File: src/rtl/core/rxf_pkg.sv
// Shared definitions for the serial port register block with receive queue.
// Holds codes, status bit positions and the queue control/status structs.
// No dependencies.
package rxf_pkg;

	localparam int RX_DEPTH = 16;

	localparam logic [1:0] MODE_READ  = 2'd0;
	localparam logic [1:0] MODE_WRITE = 2'd1;
	localparam logic [1:0] MODE_RX    = 2'd2;

	localparam logic [1:0] REG_DATA    = 2'd0;
	localparam logic [1:0] REG_STATUS  = 2'd1;
	localparam logic [1:0] REG_COMMAND = 2'd2;
	localparam logic [1:0] REG_CONTROL = 2'd3;

	localparam int ST_OVR_BIT  = 2;
	localparam int ST_RDRF_BIT = 3;
	localparam int ST_TDRE_BIT = 4;

	typedef struct packed {
		logic       push;
		logic       pop;
		logic       flush;
		logic [7:0] data;
	} rxf_ctl_t;

	typedef struct packed {
		logic       nonempty;
		logic       full;
		logic [7:0] head;
	} rxf_stat_t;

endpackage

File: src/rtl/core/rxf_cell.sv
// One byte cell of the receive queue.
// Loads a new byte, takes its neighbor's byte on a shift, or holds.
// No dependencies.
module rxf_cell (
	input  logic       clk,
	input  logic       load,
	input  logic       shift,
	input  logic [7:0] load_data,
	input  logic [7:0] next_data,
	output logic [7:0] data
);

	logic [7:0] data_q;

	always_ff @(posedge clk) begin
		if (load) begin
			data_q <= load_data;
		end else if (shift) begin
			data_q <= next_data;
		end
	end

	assign data = data_q;

endmodule

File: src/rtl/core/rxf_chain.sv
// Receive queue built as a row of byte cells with the oldest byte in cell 0.
// Uses rxf_pkg for the control and status structs, and rxf_cell.
module rxf_chain #(
	parameter int DEPTH = rxf_pkg::RX_DEPTH
) (
	input  logic               clk,
	input  logic               arst_n,
	input  rxf_pkg::rxf_ctl_t  ctl,
	output rxf_pkg::rxf_stat_t stat
);

	localparam int NCELL = DEPTH - 1;
	localparam int CW    = (DEPTH > 2) ? $clog2(DEPTH) : 1;

	logic [CW-1:0] count_q;
	logic [7:0]    cell_data [NCELL];

	genvar i;
	generate
		for (i = 0; i < NCELL; i++) begin : g_cell
			logic [7:0] nxt;
			if (i == NCELL - 1) begin : g_last
				assign nxt = 8'd0;
			end else begin : g_mid
				assign nxt = cell_data[i+1];
			end
			rxf_cell u_cell (
				.clk       (clk),
				.load      (ctl.push && (count_q == CW'(i))),
				.shift     (ctl.pop),
				.load_data (ctl.data),
				.next_data (nxt),
				.data      (cell_data[i])
			);
		end
	endgenerate

	always_ff @(posedge clk or negedge arst_n) begin
		if (!arst_n) begin
			count_q <= '0;
		end else if (ctl.flush) begin
			count_q <= '0;
		end else if (ctl.push) begin
			count_q <= count_q + CW'(1);
		end else if (ctl.pop) begin
			count_q <= count_q - CW'(1);
		end
	end

	always_comb begin
		stat.nonempty = (count_q != '0);
		stat.full     = (count_q == CW'(NCELL));
		stat.head     = cell_data[0];
	end

endmodule

File: src/rtl/core/serial_port_registers_rx_fifo_core.sv
// Serial port register face with a receive queue of DEPTH-1 bytes.
// The result beat is registered: it appears in the cycle after its input beat is accepted.
// Throughput: one beat per cycle; the output register frees while taken.
// Queue update and register access resolve in the same cycle.
// Reset: asynchronous, clears the queue count, overrun, command and control.
// Uses rxf_pkg and rxf_chain.
module serial_port_registers_rx_fifo_core #(
	parameter int RX_DEPTH = rxf_pkg::RX_DEPTH
) (
	input  logic       clk,
	input  logic       arst_n,
	input  logic       in_valid,
	output logic       in_ready,
	input  logic [1:0] mode,
	input  logic [1:0] reg_offset,
	input  logic [7:0] write_data,
	input  logic [7:0] rx_byte,
	output logic       out_valid,
	input  logic       out_ready,
	output logic [7:0] read_data,
	output logic       tx_valid,
	output logic [7:0] tx_byte
);

	rxf_pkg::rxf_ctl_t  ctl;
	rxf_pkg::rxf_stat_t stat;

	logic       out_valid_q;
	logic       ovr_q;
	logic [7:0] command_q;
	logic [7:0] control_q;
	logic [7:0] read_data_q;
	logic       tx_valid_q;
	logic [7:0] tx_byte_q;

	logic       accept;
	logic       is_read;
	logic       is_write;
	logic       is_rx;
	logic [7:0] status;
	logic [7:0] rd_next;

	rxf_chain #(
		.DEPTH (RX_DEPTH)
	) u_chain (
		.clk    (clk),
		.arst_n (arst_n),
		.ctl    (ctl),
		.stat   (stat)
	);

	assign in_ready = !out_valid_q || out_ready;
	assign accept   = in_valid && in_ready;
	assign is_read  = (mode == rxf_pkg::MODE_READ);
	assign is_write = (mode == rxf_pkg::MODE_WRITE);
	assign is_rx    = (mode == rxf_pkg::MODE_RX);

	always_comb begin
		status = 8'd0;
		status[rxf_pkg::ST_OVR_BIT]  = ovr_q;
		status[rxf_pkg::ST_RDRF_BIT] = stat.nonempty;
		status[rxf_pkg::ST_TDRE_BIT] = 1'b1;
	end

	always_comb begin
		ctl.push  = accept && is_rx && !stat.full;
		ctl.pop   = accept && is_read && (reg_offset == rxf_pkg::REG_DATA) && stat.nonempty;
		ctl.flush = accept && is_write && (reg_offset == rxf_pkg::REG_STATUS);
		ctl.data  = rx_byte;
	end

	always_comb begin
		rd_next = 8'd0;
		if (is_read) begin
			case (reg_offset)
				rxf_pkg::REG_DATA:    rd_next = stat.nonempty ? stat.head : 8'd0;
				rxf_pkg::REG_STATUS:  rd_next = status;
				rxf_pkg::REG_COMMAND: rd_next = command_q;
				default:              rd_next = control_q;
			endcase
		end
	end

	always_ff @(posedge clk or negedge arst_n) begin
		if (!arst_n) begin
			out_valid_q <= 1'b0;
			ovr_q       <= 1'b0;
			command_q   <= 8'd0;
			control_q   <= 8'd0;
		end else begin
			if (accept) begin
				out_valid_q <= 1'b1;
			end else if (out_ready) begin
				out_valid_q <= 1'b0;
			end
			if (ctl.flush) begin
				ovr_q     <= 1'b0;
				command_q <= 8'd0;
				control_q <= 8'd0;
			end else if (accept && is_write) begin
				case (reg_offset)
					rxf_pkg::REG_COMMAND: command_q <= write_data;
					rxf_pkg::REG_CONTROL: control_q <= write_data;
					default:              ;
				endcase
			end else if (accept && is_rx && stat.full) begin
				ovr_q <= 1'b1;
			end
		end
	end

	always_ff @(posedge clk) begin
		if (accept) begin
			read_data_q <= rd_next;
			tx_valid_q  <= is_write && (reg_offset == rxf_pkg::REG_DATA);
			tx_byte_q   <= (is_write && (reg_offset == rxf_pkg::REG_DATA)) ? write_data : 8'd0;
		end
	end

	assign out_valid = out_valid_q;
	assign read_data = read_data_q;
	assign tx_valid  = tx_valid_q;
	assign tx_byte   = tx_byte_q;

endmodule
File: config.mk
export PLATFORM = sky130hd
export DESIGN_NAME = serial_port_registers_rx_fifo_core
export DESIGN_NICKNAME = d
export VERILOG_FILES = /design/src/rtl/core/rxf_pkg.sv /design/src/rtl/core/rxf_cell.sv /design/src/rtl/core/rxf_chain.sv /design/src/rtl/core/serial_port_registers_rx_fifo_core.sv
export SDC_FILE = /design/constraint.sdc
export NUM_CORES = 1
export LEC_CHECK = 0
export ABC_AREA = 1
export BUFFER_PORTS_ARGS = -buffer_cell sky130_fd_sc_hd__buf_2
export CAP_MARGIN = 40
export CORE_ASPECT_RATIO = 2
export CORE_MARGIN = 2
export CORE_UTILIZATION = 61
export DETAILED_ROUTE_END_ITERATION = 16
export PLACE_DENSITY = 0.8
export SKIP_CTS_REPAIR_TIMING = 1
export SLEW_MARGIN = 20
export SYNTH_ARGS = -nofsm -noshare
export SYNTH_HDL_FRONTEND = slang
export SYNTH_SLANG_ARGS = --single-unit
File: constraint.sdc
create_clock -name clk -period 3.4 [get_ports clk]
set_input_delay 0.68 -clock clk [delete_from_list [all_inputs] [get_ports clk]]
set_output_delay 0.68 -clock clk [all_outputs]
set_load 0.02 [all_outputs]
# Word level (Yosys, flattened, before mapping)
# Cells that the tools add are included.
[word_totals] reg_bits=159 inputBits=24 output_inout_bits=19 elab_cells=148
[op_classes] n_addsub=2 n_eq_ne=21 mux=46 reduce_logical=56
[op_table] operator="8-bit two-way mux" count=37
[op_table] operator="2-bit nonzero test" count=20
[op_table] operator="4-bit equality test, second input constant" count=8
[op_table] operator="1-bit logical AND" count=25
[op_table] operator="8-bit case mux with 3 select lines" count=1
[op_table] operator="4-bit by 3-bit equality test with 1-bit output, second input constant" count=4
[op_table] operator="4-bit two-way mux" count=3
[op_table] operator="4-bit by 2-bit equality test with 1-bit output, second input constant" count=2
[op_table] operator="2-bit equality test, second input constant" count=3
[op_table] operator="2-bit AND reduction" count=3
[op_table] operator="1-bit two-way mux" count=5
[op_table] operator="4-bit by 1-bit adder with 4-bit output, second input constant" count=1
[op_table] operator="2-bit by 1-bit equality test with 1-bit output, second input constant" count=2
[op_table] operator="4-bit by 1-bit equality test with 1-bit output, second input constant" count=1
[op_table] operator="2-bit logical NOT" count=2
[op_table] operator="4-bit logical NOT" count=1
[op_table] operator="4-bit nonzero test" count=1
[op_table] operator="4-bit by 1-bit subtractor with 4-bit output, second input constant" count=1
[op_table] operator="3-bit nonzero test" count=1
[op_table] operator="1-bit logical NOT" count=2
[op_table] operator="2-bit inequality test, second input constant" count=1
[op_table] operator="1-bit logical OR" count=1

# Longest topological paths before layout
# Gate-level depths: netlist of run 1.
[logic_depth] word_depth=9 depth_mapped=10 depth_no_buf=8

# Hierarchy
# From an unflattened synthesis of run 1, not the netlist that was laid out.
[unflattened] hier_cells=771 hier_area_um2=7330.8
[modules_own_cells] mod="rxf_cell" instances=15 cells_per_inst=35 area_each_um2=351.6 seq_area_each_um2=240.2
[modules_own_cells] mod="serial_port_registers_rx_fifo_core" instances=1 cells_per_inst=180 area_each_um2=1590.3 seq_area_each_um2=960.9
[modules_own_cells] mod="rxf_chain" instances=1 cells_per_inst=66 area_each_um2=466.7 seq_area_each_um2=100.1

# Least setup slack after synthesis of run 1
# Ideal clock, no wire load.
[synth_timing] path_kind="input to register" start="input out_ready" end="register u_chain.g_cell[0].u_cell.data_q[0] (enable)" setup_time_ns=0.329 t_arrival_ns=2.618 required_ns=3.071 slack_ns=0.453 path_stages=6 n_path_buf=0 path_cell_list="inv_1 -> a21oi_1 -> nand3_4 -> nor2_4 -> inv_2 -> nand2_1"
[synth_between] elab_chain_cells=6 elab_cells_between_ends=9 cone_classes="reduce/logical: 9"
[synth_rtl] item="start: declaration" line_no="serial_port_registers_rx_fifo_core.sv:19" source="input logic out_ready,"
[synth_rtl] item="1-bit logical OR *" line_no="serial_port_registers_rx_fifo_core.sv:52" source="assign in_ready = !out_valid_q || out_ready;"
[synth_rtl] item="1-bit logical AND *" line_no="serial_port_registers_rx_fifo_core.sv:53" source="assign accept = in_valid && in_ready;"
[synth_rtl] item="named net accept" line_no="serial_port_registers_rx_fifo_core.sv:36" source="logic accept;"
[synth_rtl] item="1-bit logical AND, on equally long branches (2 in series)" line_no="serial_port_registers_rx_fifo_core.sv:66, serial_port_registers_rx_fifo_core.sv:67"
[synth_rtl] item="1-bit logical AND, on equally long branches" line_no="rxf_chain.sv:29, serial_port_registers_rx_fifo_core.sv:67"
[synth_rtl] item="2-bit nonzero test (no source line) *"
[synth_rtl] item="end signal: assignment" line_no="rxf_cell.sv:17" source="data_q <= load_data;"
[synth_rtl] item="end signal: assignment" line_no="rxf_cell.sv:19" source="data_q <= next_data;"
[synth_rtl] item="end: declaration" line_no="rxf_cell.sv:13" source="logic [7:0] data_q;"
# Mark *: on every way through the listed nets, which the timed path passes. The rest lies on a longest branch.
# A chain may end at the register's enable or synchronous reset.

# Final worst setup path of run 1
[layout_timing] start="register u_chain.count_q[1]" end="register u_chain.g_cell[0].u_cell.data_q[2] (enable)"
[layout_between] elab_chain_cells=5 elab_cells_between_ends=8 cone_classes="eq/ne: 1; reduce/logical: 7"
[layout_rtl] item="start: declaration" line_no="rxf_chain.sv:15" source="logic [CW-1:0] count_q;"
[layout_rtl] item="start signal: assignment" line_no="rxf_chain.sv:44" source="count_q <= count_q + CW'(1);"
[layout_rtl] item="start signal: assignment" line_no="rxf_chain.sv:46" source="count_q <= count_q - CW'(1);"
[layout_rtl] item="4-bit equality test" line_no="rxf_chain.sv:52" source="stat.full = (count_q == CW'(NCELL));"
[layout_rtl] item="1-bit logical NOT" line_no="serial_port_registers_rx_fifo_core.sv:66" source="ctl.push = accept && is_rx && !stat.full;"
[layout_rtl] item="1-bit logical AND" line_no="serial_port_registers_rx_fifo_core.sv:66"
[layout_rtl] item="1-bit logical AND" line_no="rxf_chain.sv:29" source=".load (ctl.push && (count_q == CW'(i))),"
[layout_rtl] item="2-bit nonzero test (no source line) *"
# Mark *: on every way between the ends. The rest lies on a longest branch, timed or not.

==> summary.md, run 1 <==
| Metric | Value |
|---|---|
| Clock Path Buffers | `2` |
| Synth Instances | `681` |
| Syn Std Cell Area | `0.00729 mm^2` |
| EDFF count, synth | `137` |
| Final hold violation count | `0` |
| Avg Inst Size Synth | `10.7 um^2` |
| Syn Nets | `710` |
| Rows | `56` |
| Class of the worst hold path | `in -> async` |
| TritonCTS clock tree | `built` |
| Drt first pass iters | `5` |
| H-tree Lvls | `4` |
| Max-slew headroom | `51.4%` |
| RSZ-0062 raised after global routing | `no` |
| DRC | `0` |
| Clock latency on the worst-skew pair | `0.43 ns` |
| Register area share after synthesis | `64.0%` |
| Die area | `0.0129 mm^2` |
| CP Capture Type | `flip-flop` |
| Tot GR Track Use | `28.0%` |
| Clock slew at reported path FFs | `0.07 ns` |
| Core Util, Final | `69.2%` |
| DRT Wirelength | `17200 um` |
| Largest stage delay on the critical path | `0.46 ns` |
| CP cell instances | `ha_1, nand2_4, nand3_4, nor2_4, inv_2, nand2_1` |
| Placed cell count | `839` |
| Port bufs | `42` |
| Vias | `5216` |
| Outcome | `finished clean` |
| Flops & latches, synth | `159` |
| ANT nets after route | `0` |
| Chip width | `81.3 um` |
| Startpoint types | `flip-flop` |
| Synth top cells by count | `nand2_1 (208), edfxtp_1 (137), o21ai_0 (77)` |
| Synth unique cells | `31` |
| GP Congestion | `0.927` |
| Crit path buf inv count | `1` |
| Area contributors post-synth | `edfxtp_1 (56%), nand2_1 (11%), dfrtp_1 (7.5%), o21ai_0 (5.3%), nand3_4 (3.1%)` |
| Effective utilization at floorplan | `62.3%` |
| Diodes inserted | `0` |
| Static Leak | `3.50 nW` |
| Layout Nets | `742` |
| First-pass GRT wire length | `25800 um` |
| Synth warn | `0` |
| Pwr Density | `601 mW/mm^2` |
| Tightest Pin Transition | `0.728 ns` |
| Layout cells sized above 1 | `16.0%` |
| Dominant cell type by area after synthesis | `edfxtp_1` |
| Routed vias/inst | `5.99` |
| Setup violations, final | `0` |
| Crit path kind | `reg -> reg` |
| Synth Flop Type | `edfxtp_1` |
| Vert. Die Dim | `159 um` |
| CTS root buffer | `clkbuf_16` |
| Max Slew Vio Count | `0` |
| Initial antenna violation count | `0` |
| Crit path DAT | `2.49 ns` |
| IR drop worst, VDD | `0.000465 V` |
| Yosys top cell area share | `56.4%` |
| Critical-path maximum fanout | `13` |
| Crit path required time | `3.50 ns` |
| IO Count | `43` |
| Fin cells | `871` |
| DP HPWL | `11700 um` |
| Largest net degree at the start of global routing | `23` |
| Routed wire per std cell | `19.8 um` |
| CP max stage cell | `dfrtp_1` |
| Max-Cap Viols | `0` |
| Clock skew | `0.0103 ns` |
| Max Clk Rate | `0.419 GHz` |
| CORE AREA | `0.0117 mm^2` |
| Top Family by Delay on Critical Path | `simple AND/OR/NAND/NOR gates` |
| Drt initial violations | `551` |
| Total grt overflow | `0` |
| Layout area overhead | `11.1%` |
| Clock Sinks | `159` |
| Hold WS | `0.242 ns` |
| Setup TNS | `0 ns` |
| Fin crit period | `2.39 ns` |
| Most numerous cell in the Yosys netlist | `nand2_1` |
| Post-synth ARST share | `13.8%` |
| Crit share post-route | `70.2%` |
| Number of global-route vias before repair | `5252` |
| CTS Buf Count | `17` |
power breakdown:
part / switching [mW] / leakage, nW / internal (mW)
logic: 0.448 / 1.66 / 0.164
registers: 0.0936 / 1.54 / 2.24
clock network: 0.847 / 0.297 / 1.08
total: 1.39 / 3.50 / 3.48
cell families after synthesis:
kind of cell               after synthesis  share of synthesized area (%)
adders and majority gates                5                          0.858
DFF                                    159                           64.0
xor gates and xnor gates                 1                          0.120
AOI/OAI and AO/OA                      131                           9.87
and+or+nand+nor                        297                           19.5
buffers and inverters                   88                           5.66
worst reg2reg max path: cells and delay by family (launching register included):
family	cells	cell delay, ns
and+or+nand+nor	4	1.13
adders and majority gates	1	0.35
buffers and inverters	1	0.12
DFF	1	0.46
worst paths after layout:
| path | cells after the start | startpoint | slack (ns) | to |
|---|---|---|---|---|
| max in group asynchronous | 1 | arst_n | 2.78 | u_chain.count_q[0]$_DFFE_PN0P_ |
| hold / removal | 1 | arst_n | 0.24 | out_valid$_DFFE_PN0P_ |
| min in group clk | 2 | control_q[5]$_DFFE_PN0P_ | 0.49 | control_q[5]$_DFFE_PN0P_ |
| setup reg to reg | 6 | u_chain.count_q[1]$_DFFE_PN0P_ | 1.01 | u_chain.g_cell[0].u_cell.data[2]$_DFFE_PP_ |
| hold reg to reg | 2 | control_q[5]$_DFFE_PN0P_ | 0.49 | control_q[5]$_DFFE_PN0P_ |
| setup / recovery | 6 | u_chain.count_q[1]$_DFFE_PN0P_ | 1.01 | u_chain.g_cell[0].u_cell.data[2]$_DFFE_PP_ |
layer usage:
layer / share of wire, % / track usage [%]
met1: 32 / 26.1
met2: 57 / 52.9
met3: 6.1 / 6.01
met4: 4.8 / 17.0
met5: 0 / 0
per-stage QoR:
step | cell area (um^2) | total power [mW] | setup WS, ns
finish | 8100 | 4.87 | 1.01
global route | 8100 | 5.01 | 0.901
CTS | 8100 | 4.86 | 1.03
detailed placement | 7500 | 2.96 | 0.814
global placement | 7500 | 2.92 | 0.879
floorplan | 7290 | 2.78 | 0.453
final cells by class:
| type | count | area (um^2) |
|---|---|---|
| sequential | 159 | 4660 |
| fill | 800 | 3600 |
| multi-input combinational | 434 | 2220 |
| clock buffer | 18 | 450 |
| timing repair buffer | 44 | 225 |
| inverter | 57 | 214 |
| tap | 145 | 181 |
| clock inverter | 14 | 145 |
placed cells by master (no fill, tap or decap), types with 5 or more instances in the layout:
cell type / netlist / final
o21ai_1: 29 / 29
nand3_4: 13 / 13
dfrtp_1: 22 / 22
clkbuf_16: 0 / 18
o21ai_2: 13 / 13
ha_1: 5 / 5
a31oi_1: 5 / 5
nand2_1: 208 / 208
buf_2: 8 / 42
inv_1: 55 / 55
nand3_1: 16 / 16
nand4_1: 13 / 13
edfxtp_1: 137 / 137
nor2_1: 36 / 36
o21ai_0: 77 / 77
clkinv_4: 0 / 5
state kept, by name (all words and copies together), names as in the netlist:
signal and cells:
command_q 8, control_q 8, out_valid 1, ovr_q 1
read_data 8, tx_byte 8, tx_valid 1, u_chain.count_q 4
u_chain.g_cell.u_cell.data 120
(Power assumes the default switching activity.)
==> run 2: changes to the inputs <==
Settings changed: ABC_AREA 1 to 0, CORE_UTILIZATION 61 to 55, PLACE_DENSITY 0.8 to 0.76.
Clock period 3.4 ns to 2.05 ns, I/O delays scaled along.
==> run 2 against run 1 <==
Effect of this change: count of clock-buffer cells in the layout decreased by 1; first-iteration DRC count shrank 53%; register-to-register slack lost 0.92 ns; largest cell class unchanged; clock power grew 50%; global-route usage shrank 4.2 points; sequential cell count unchanged; die area grew 8.0%; design area up 5.0%.
==> summary.md, run 2 <==
| Metric | Value |
|---|---|
| Routed wire per std cell | `21.9 um` |
| Synth Area in Compound Gates | `4.04%` |
| EDFF count, synth | `137` |
| Net Sw Power | `2.02 mW` |
| CTS root buffer | `clkbuf_16` |
| Startpoint types | `flip-flop` |
| Core Util, Final | `67.4%` |
| Diodes inserted | `0` |
| Combinational share of power | `14.0%` |
| Layout cells sized above 1 | `46.7%` |
| Tightest Pin Transition | `0.518 ns` |
| Tot GR Track Use | `23.8%` |
| CTS Buf Count | `17` |
| Hold WS | `0.261 ns` |
| Crit share post-route | `95.6%` |
| Pwr Density | `919 mW/mm^2` |
| Multiplexer share of the synthesized area | `18.7%` |
| Dominant cell type by area after synthesis | `edfxtp_1` |
| Register area share after synthesis | `65.5%` |
| Post-synth ARST share | `13.8%` |
| Final hold violation count | `0` |
| Vias | `4258` |
| Synth Instances | `469` |
| CP max stage cell | `dfrtp_1` |
| Drt first pass iters | `4` |
| CP most frequent cell | `buf_4` |
| FF-to-FF Start | `u_chain.count_q[1]$_DFFE_PN0P_` |
| Worst hold stages | `3` |
| GP Congestion | `0.895` |
| Syn Std Cell Area | `0.00712 mm^2` |
| Commonest cells after routing, fill and taps aside | `edfxtp_1 (137), mux2_2 (118), buf_2 (42)` |
| Clock Path Buffers | `2` |
| Final setup margin | `0.0896 ns` |
| Post-Synth Adder-Cell Area | `0.878%` |
| DRC | `0` |
| Critical-path maximum fanout | `9` |
| Avg Inst Size Synth | `15.2 um^2` |
| Crit path DAT | `2.12 ns` |
| Drt initial violations | `259` |
| Largest net degree at the start of global routing | `23` |
| FF-to-FF setup slack | `0.09 ns` |
| Crit path required time | `2.21 ns` |
| Post-synthesis xor/xnor area fraction | `0.123%` |
| Max-slew headroom | `65.5%` |
| ANT nets after route | `0` |
| Class of the worst hold path | `in -> reg` |
| Filler Cells Inserted | `893` |
| Max Clk Rate | `0.510 GHz` |
| Chip width | `84.5 um` |
| Max-Cap Viols | `0` |
| Static Leak | `3.23 nW` |
| Worst hold start | `write_data[5]` |
| Yosys top cell area share | `57.7%` |
| Area contributors post-synth | `edfxtp_1 (58%), mux2_2 (19%), dfrtp_1 (7.7%), nand2_1 (2.3%), o21ai_0 (1.8%)` |
| Total chip power | `7.82 mW` |
| IO Count | `43` |
| Simple-gate area share of the yosys netlist | `9.29%` |
| Outcome | `finished clean` |
| Initial antenna violation count | `0` |
| R2r endpoint | `u_chain.g_cell[13].u_cell.data[6]$_DFFE_PP_` |
| Crit path kind | `reg -> reg` |
| Max Slew Vio Count | `0` |
| Worst Hold Endpoint | `command_q[5]$_DFFE_PN0P_` |
| Flops & latches, synth | `159` |
| Main combinational cell family by area after synthesis | `multiplexers` |
| First-pass GRT wire length | `24100 um` |
| CP cell instances | `ha_1, buf_4, nor2_1, nand3_1, buf_4, mux2_2` |
| Setup violations, final | `0` |
| Clk pwr share | `37.1%` |
| DRT Wirelength | `15700 um` |
| Fin crit period | `1.96 ns` |
| Largest stage delay on the critical path | `0.42 ns` |
| Leading cell type in the layout, fill and taps excluded | `edfxtp_1` |
| Synth unique cells | `47` |
| Layout Nets | `587` |
| RSZ-0062 raised after global routing | `no` |
| Port bufs | `42` |
| DP HPWL | `11400 um` |
| Most numerous cell in the Yosys netlist | `edfxtp_1` |
| Clock latency on the worst-skew pair | `0.42 ns` |
| CP Capture Type | `flip-flop` |
| Synth warn | `0` |
| Syn Nets | `498` |
| FF-to-FF path depth | `6` |
| Effective utilization at floorplan | `56.4%` |
| Setup WS pre-CTS | `-0.238 ns` |
| TritonCTS clock tree | `built` |
| Layout area overhead | `19.4%` |
| Synth top cells by count | `edfxtp_1 (137), mux2_2 (118), nand2_1 (44)` |
| CORE AREA | `0.0126 mm^2` |
| H-tree Lvls | `4` |
| Number of global-route vias before repair | `4527` |
| Setup TNS | `0 ns` |
| Clock skew | `0.00887 ns` |
| Vert. Die Dim | `165 um` |
| Sequential Power Share | `48.8%` |
| Synth Flop Type | `edfxtp_1` |
| Clock Sinks | `159` |
| IR drop worst, VDD | `0.000696 V` |
| Multi-input gate area | `0.00240 mm^2` |
| Pint | `5.80 mW` |
| Total grt overflow | `0` |
| Clock slew at reported path FFs | `0.06 ns` |
| Register Area | `0.00466 mm^2` |
| Die area | `0.0139 mm^2` |
| Largest register FFs | `120` |
| Routed vias/inst | `5.92` |
| Sw frac | `25.9%` |
| Rows | `58` |
## run 2: cell types whose count changed in the layout (fill, tap and decap cells not counted), moves of 37 or more
cell,before,now
inv_1,55,4
nand2_1,208,39
mux2_2,0,118
buf_4,2,39
o21ai_0,77,21
## run 2: cells by family (layout without fill, tap and decap cells)
group | Yosys count | count (layout)
flops | 159 | 159
mux | 118 | 118
simple gates | 115 | 115
buf+inv | 26 | 126
compound gates | 45 | 45
fa+ha+maj | 5 | 5
xor+xnor | 1 | 1
## run 2: routing by layer
layer,vias up,share of wire [%],GRT usage (%),wire length [um]
li1,1939,-,-,-
met1,2149,32,20.7,5030
met2,130,59,47.5,9320
met3,40,3.3,5.10,513
met4,0,5.4,14.6,855
met5,-,0,0,0
## run 2: critical path, delay by kind of cell (launching register included)
family | cells | cell delay, ns
adder cells (fa/ha/maj) | 1 | 0.34
buffers and inverters | 2 | 0.39
flip-flops | 1 | 0.42
multiplexers | 1 | 0.38
AND/OR/NAND/NOR | 2 | 0.18
## run 2: how the worst max path moves through the flow
| stage | slack (ns) | cells past startpoint | to | startpoint |
|---|---|---|---|---|
| CTS | -0.14 | 5 | u_chain.g_cell[9].u_cell.data[1]$_DFFE_PP_ | u_chain.count_q[1]$_DFFE_PN0P_ |
| global placement | -0.15 | 7 | u_chain.g_cell[9].u_cell.data[4]$_DFFE_PP_ | in_valid |
| detailed placement | -0.24 | 7 | u_chain.g_cell[9].u_cell.data[4]$_DFFE_PP_ | mode[0] |
| global route | 0.0001 | 7 | u_chain.g_cell[4].u_cell.data[4]$_DFFE_PP_ | u_chain.count_q[1]$_DFFE_PN0P_ |
| floorplan | -0.16 | 6 | u_chain.g_cell[6].u_cell.data[0]$_DFFE_PP_ | u_chain.count_q[0]$_DFFE_PN0P_ |
| finish | 0.09 | 6 | u_chain.g_cell[13].u_cell.data[6]$_DFFE_PP_ | u_chain.count_q[1]$_DFFE_PN0P_ |
## run 2: cell type report
class / count / share of cell area, %
multi-input cells: 284 / 28.2
repair buffers: 91 / 8.15
clock buffers: 17 / 5.00
inverters: 5 / 0.221
clock inverters: 13 / 1.35
flip-flops and latches: 159 / 54.8
well taps: 150 / 2.21
## run 2: metrics by stage
stage / area [um^2] / instances
final: 8500 / 719
after global routing: 8500 / 719
after global placement: 7890 / 687
after floorplan: 7130 / 469
after detailed placement: 7890 / 687
after CTS: 8430 / 717
## run 2: power by group through the flow
stage	logic, mW	registers [mW]	clock network [mW]
after floorplan	0.646	3.86	0
after global routing	1.19	3.84	3.07
after CTS	1.05	3.82	2.94
final	1.10	3.82	2.90
after global placement	1.00	3.87	0
after detailed placement	1.04	3.88	0
==> run 3: changes to the inputs <==
Settings changed: CELL_PAD_IN_SITES_DETAIL_PLACEMENT set to 1, CELL_PAD_IN_SITES_GLOBAL_PLACEMENT set to 1, CORE_UTILIZATION 55 to 46, PLACE_DENSITY 0.76 to unset, PLACE_DENSITY_LB_ADDON set to 0.1.
==> run 3 against run 2 <==
Effect of this change: maximum frequency fell by 2.8%; critical path depth fell by 3; final cell count rose by 7.8%; total power rose by 1.7%; via count fell by 0.73%; first-iteration DRC count fell by 26%; clock power rose by 2%; die area rose by 19%; largest power group unchanged.
==> summary.md, run 3 (synthesized netlist as in run 2, its figures left out) <==
| Metric | Value |
|---|---|
| Post-DP Area | `0.00805 mm^2` |
| Commonest cells after routing, fill and taps aside | `edfxtp_1 (137), mux2_2 (118), buf_2 (43)` |
| Worst hold stages | `3` |
| Post-route cell area | `0.00872 mm^2` |
| Pwr Density | `913 mW/mm^2` |
| Max Slew Vio Count | `0` |
| Tot GR Track Use | `22.2%` |
| Number of global-route vias before repair | `4817` |
| Static Leak | `3.30 nW` |
| Clock latency on the worst-skew pair | `0.43 ns` |
| Initial antenna violation count | `0` |
| Max-Cap Viols | `0` |
| Clock Path Buffers | `2` |
| First-pass GRT wire length | `27100 um` |
| Setup TNS | `0 ns` |
| Final hold violation count | `0` |
| DRC | `0` |
| Class of the worst hold path | `in -> reg` |
| Total grt overflow | `0` |
| GP Congestion | `0.831` |
| Leading cell type in the layout, fill and taps excluded | `edfxtp_1` |
| Routed wire per std cell | `22.4 um` |
| Crit path kind | `reg -> reg` |
| Die area | `0.0166 mm^2` |
| Rows | `64` |
| Crit share post-route | `98.4%` |
| CP Capture Type | `flip-flop` |
| Hold WS | `0.254 ns` |
| FF-to-FF path depth | `3` |
| Outcome | `finished clean` |
| Clock Sinks | `159` |
| Tightest Pin Transition | `0.795 ns` |
| Max-slew headroom | `46.6%` |
| IO Count | `43` |
| RSZ-0062 raised after global routing | `yes` |
| Startpoint types | `flip-flop` |
| DRT Wirelength | `17400 um` |
| Layout area overhead | `22.3%` |
| Effective utilization at floorplan | `46.8%` |
| Clock slew at reported path FFs | `0.07 ns` |
| Vias | `4227` |
| Core Util, Final | `57.3%` |
| TritonCTS clock tree | `built` |
| Drt first pass iters | `4` |
| Port bufs | `42` |
| Clock skew | `0.0102 ns` |
| Largest net degree at the start of global routing | `23` |
| Max Clk Rate | `0.496 GHz` |
| CTS Buf Count | `17` |
| CORE AREA | `0.0152 mm^2` |
| H-tree Lvls | `4` |
| Fin crit period | `2.02 ns` |
| Largest register FFs | `120` |
| CTS root buffer | `clkbuf_16` |
| Setup violations, final | `0` |
| DP HPWL | `12900 um` |
| Diodes inserted | `0` |
| ANT nets after route | `0` |
| Crit path required time | `2.10 ns` |
| FF-to-FF setup slack | `0.03 ns` |
| Critical-path maximum fanout | `12` |
| Vert. Die Dim | `180 um` |
| Layout Nets | `593` |
| Crit path DAT | `2.07 ns` |
| Drt initial violations | `192` |
| Layout cells sized above 1 | `47.5%` |
| Routed vias/inst | `5.45` |
| Chip width | `92 um` |
| IR drop worst, VDD | `0.000565 V` |
==> run 3: cell types whose count changed in the layout (fill, tap and decap cells not counted), moves of 2 or more <==
cell | previous run | this run
inv_8 | 0 | 2
nand2_2 | 5 | 2
inv_6 | 3 | 1
nand2_1 | 39 | 42
buf_4 | 39 | 36
clkinv_4 | 2 | 7
buf_12 | 9 | 16
clkinvlp_4 | 3 | 1
==> run 3: final cells by class <==
| type | instances | area [um^2] |
|---|---|---|
| fillers | 1486 | 6500 |
| flip-flops and latches | 159 | 4660 |
| multi-input cells | 284 | 2390 |
| repair buffers | 97 | 841 |
| clock buffers | 19 | 443 |
| well taps | 198 | 248 |
| clock inverters | 13 | 110 |
| inverters | 5 | 18.8 |
==> run 3: stage by stage <==
step / worst slack [ns] / instances / total power [mW]
6_report: 0.0330 / 775 / 7.96
5_1_grt: -0.0530 / 775 / 8.26
4_1_cts: -0.0304 / 769 / 7.95
3_5_place_dp: -0.162 / 737 / 4.99
3_3_place_gp: -0.106 / 736 / 4.93
2_1_floorplan: -0.159 / 469 / 4.51
==> run 3: metal layers <==
| metal | wire [um] | track usage (%) | up-vias | part of all wire (%) |
|---|---|---|---|---|
| li1 | - | - | 1953 | - |
| met1 | 5500 | 19.9 | 2158 | 32 |
| met2 | 10900 | 45.2 | 87 | 63 |
| met3 | 373 | 4.99 | 29 | 2.1 |
| met4 | 545 | 9.49 | 0 | 3.1 |
| met5 | 0 | 0 | - | 0 |
==> run 3: final timing paths <==
path,start,end
setup reg to reg,u_chain.count_q[2]$_DFFE_PN0P_,u_chain.g_cell[8].u_cell.data[4]$_DFFE_PP_
hold reg to reg,command_q[1]$_DFFE_PN0P_,command_q[1]$_DFFE_PN0P_
hold / removal,write_data[3],command_q[3]$_DFFE_PN0P_
setup / recovery,u_chain.count_q[2]$_DFFE_PN0P_,u_chain.g_cell[8].u_cell.data[4]$_DFFE_PP_
max in group asynchronous,arst_n,control_q[6]$_DFFE_PN0P_
min in group asynchronous,arst_n,command_q[3]$_DFFE_PN0P_
==> run 3: critical path, stage by stage (launching register included) <==
cell and delay, ns:
dfrtp_1 0.38, buf_4 0.19, nand2b_1 0.35, o21ai_1 0.72
==> run 3: power breakdown <==
group / internal, mW / total [mW] / switching (mW) / leakage [nW]
clock network: 1.61 / 2.97 / 1.36 / 0.271
logic: 0.484 / 1.19 / 0.705 / 1.48
registers: 3.70 / 3.79 / 0.0949 / 1.54
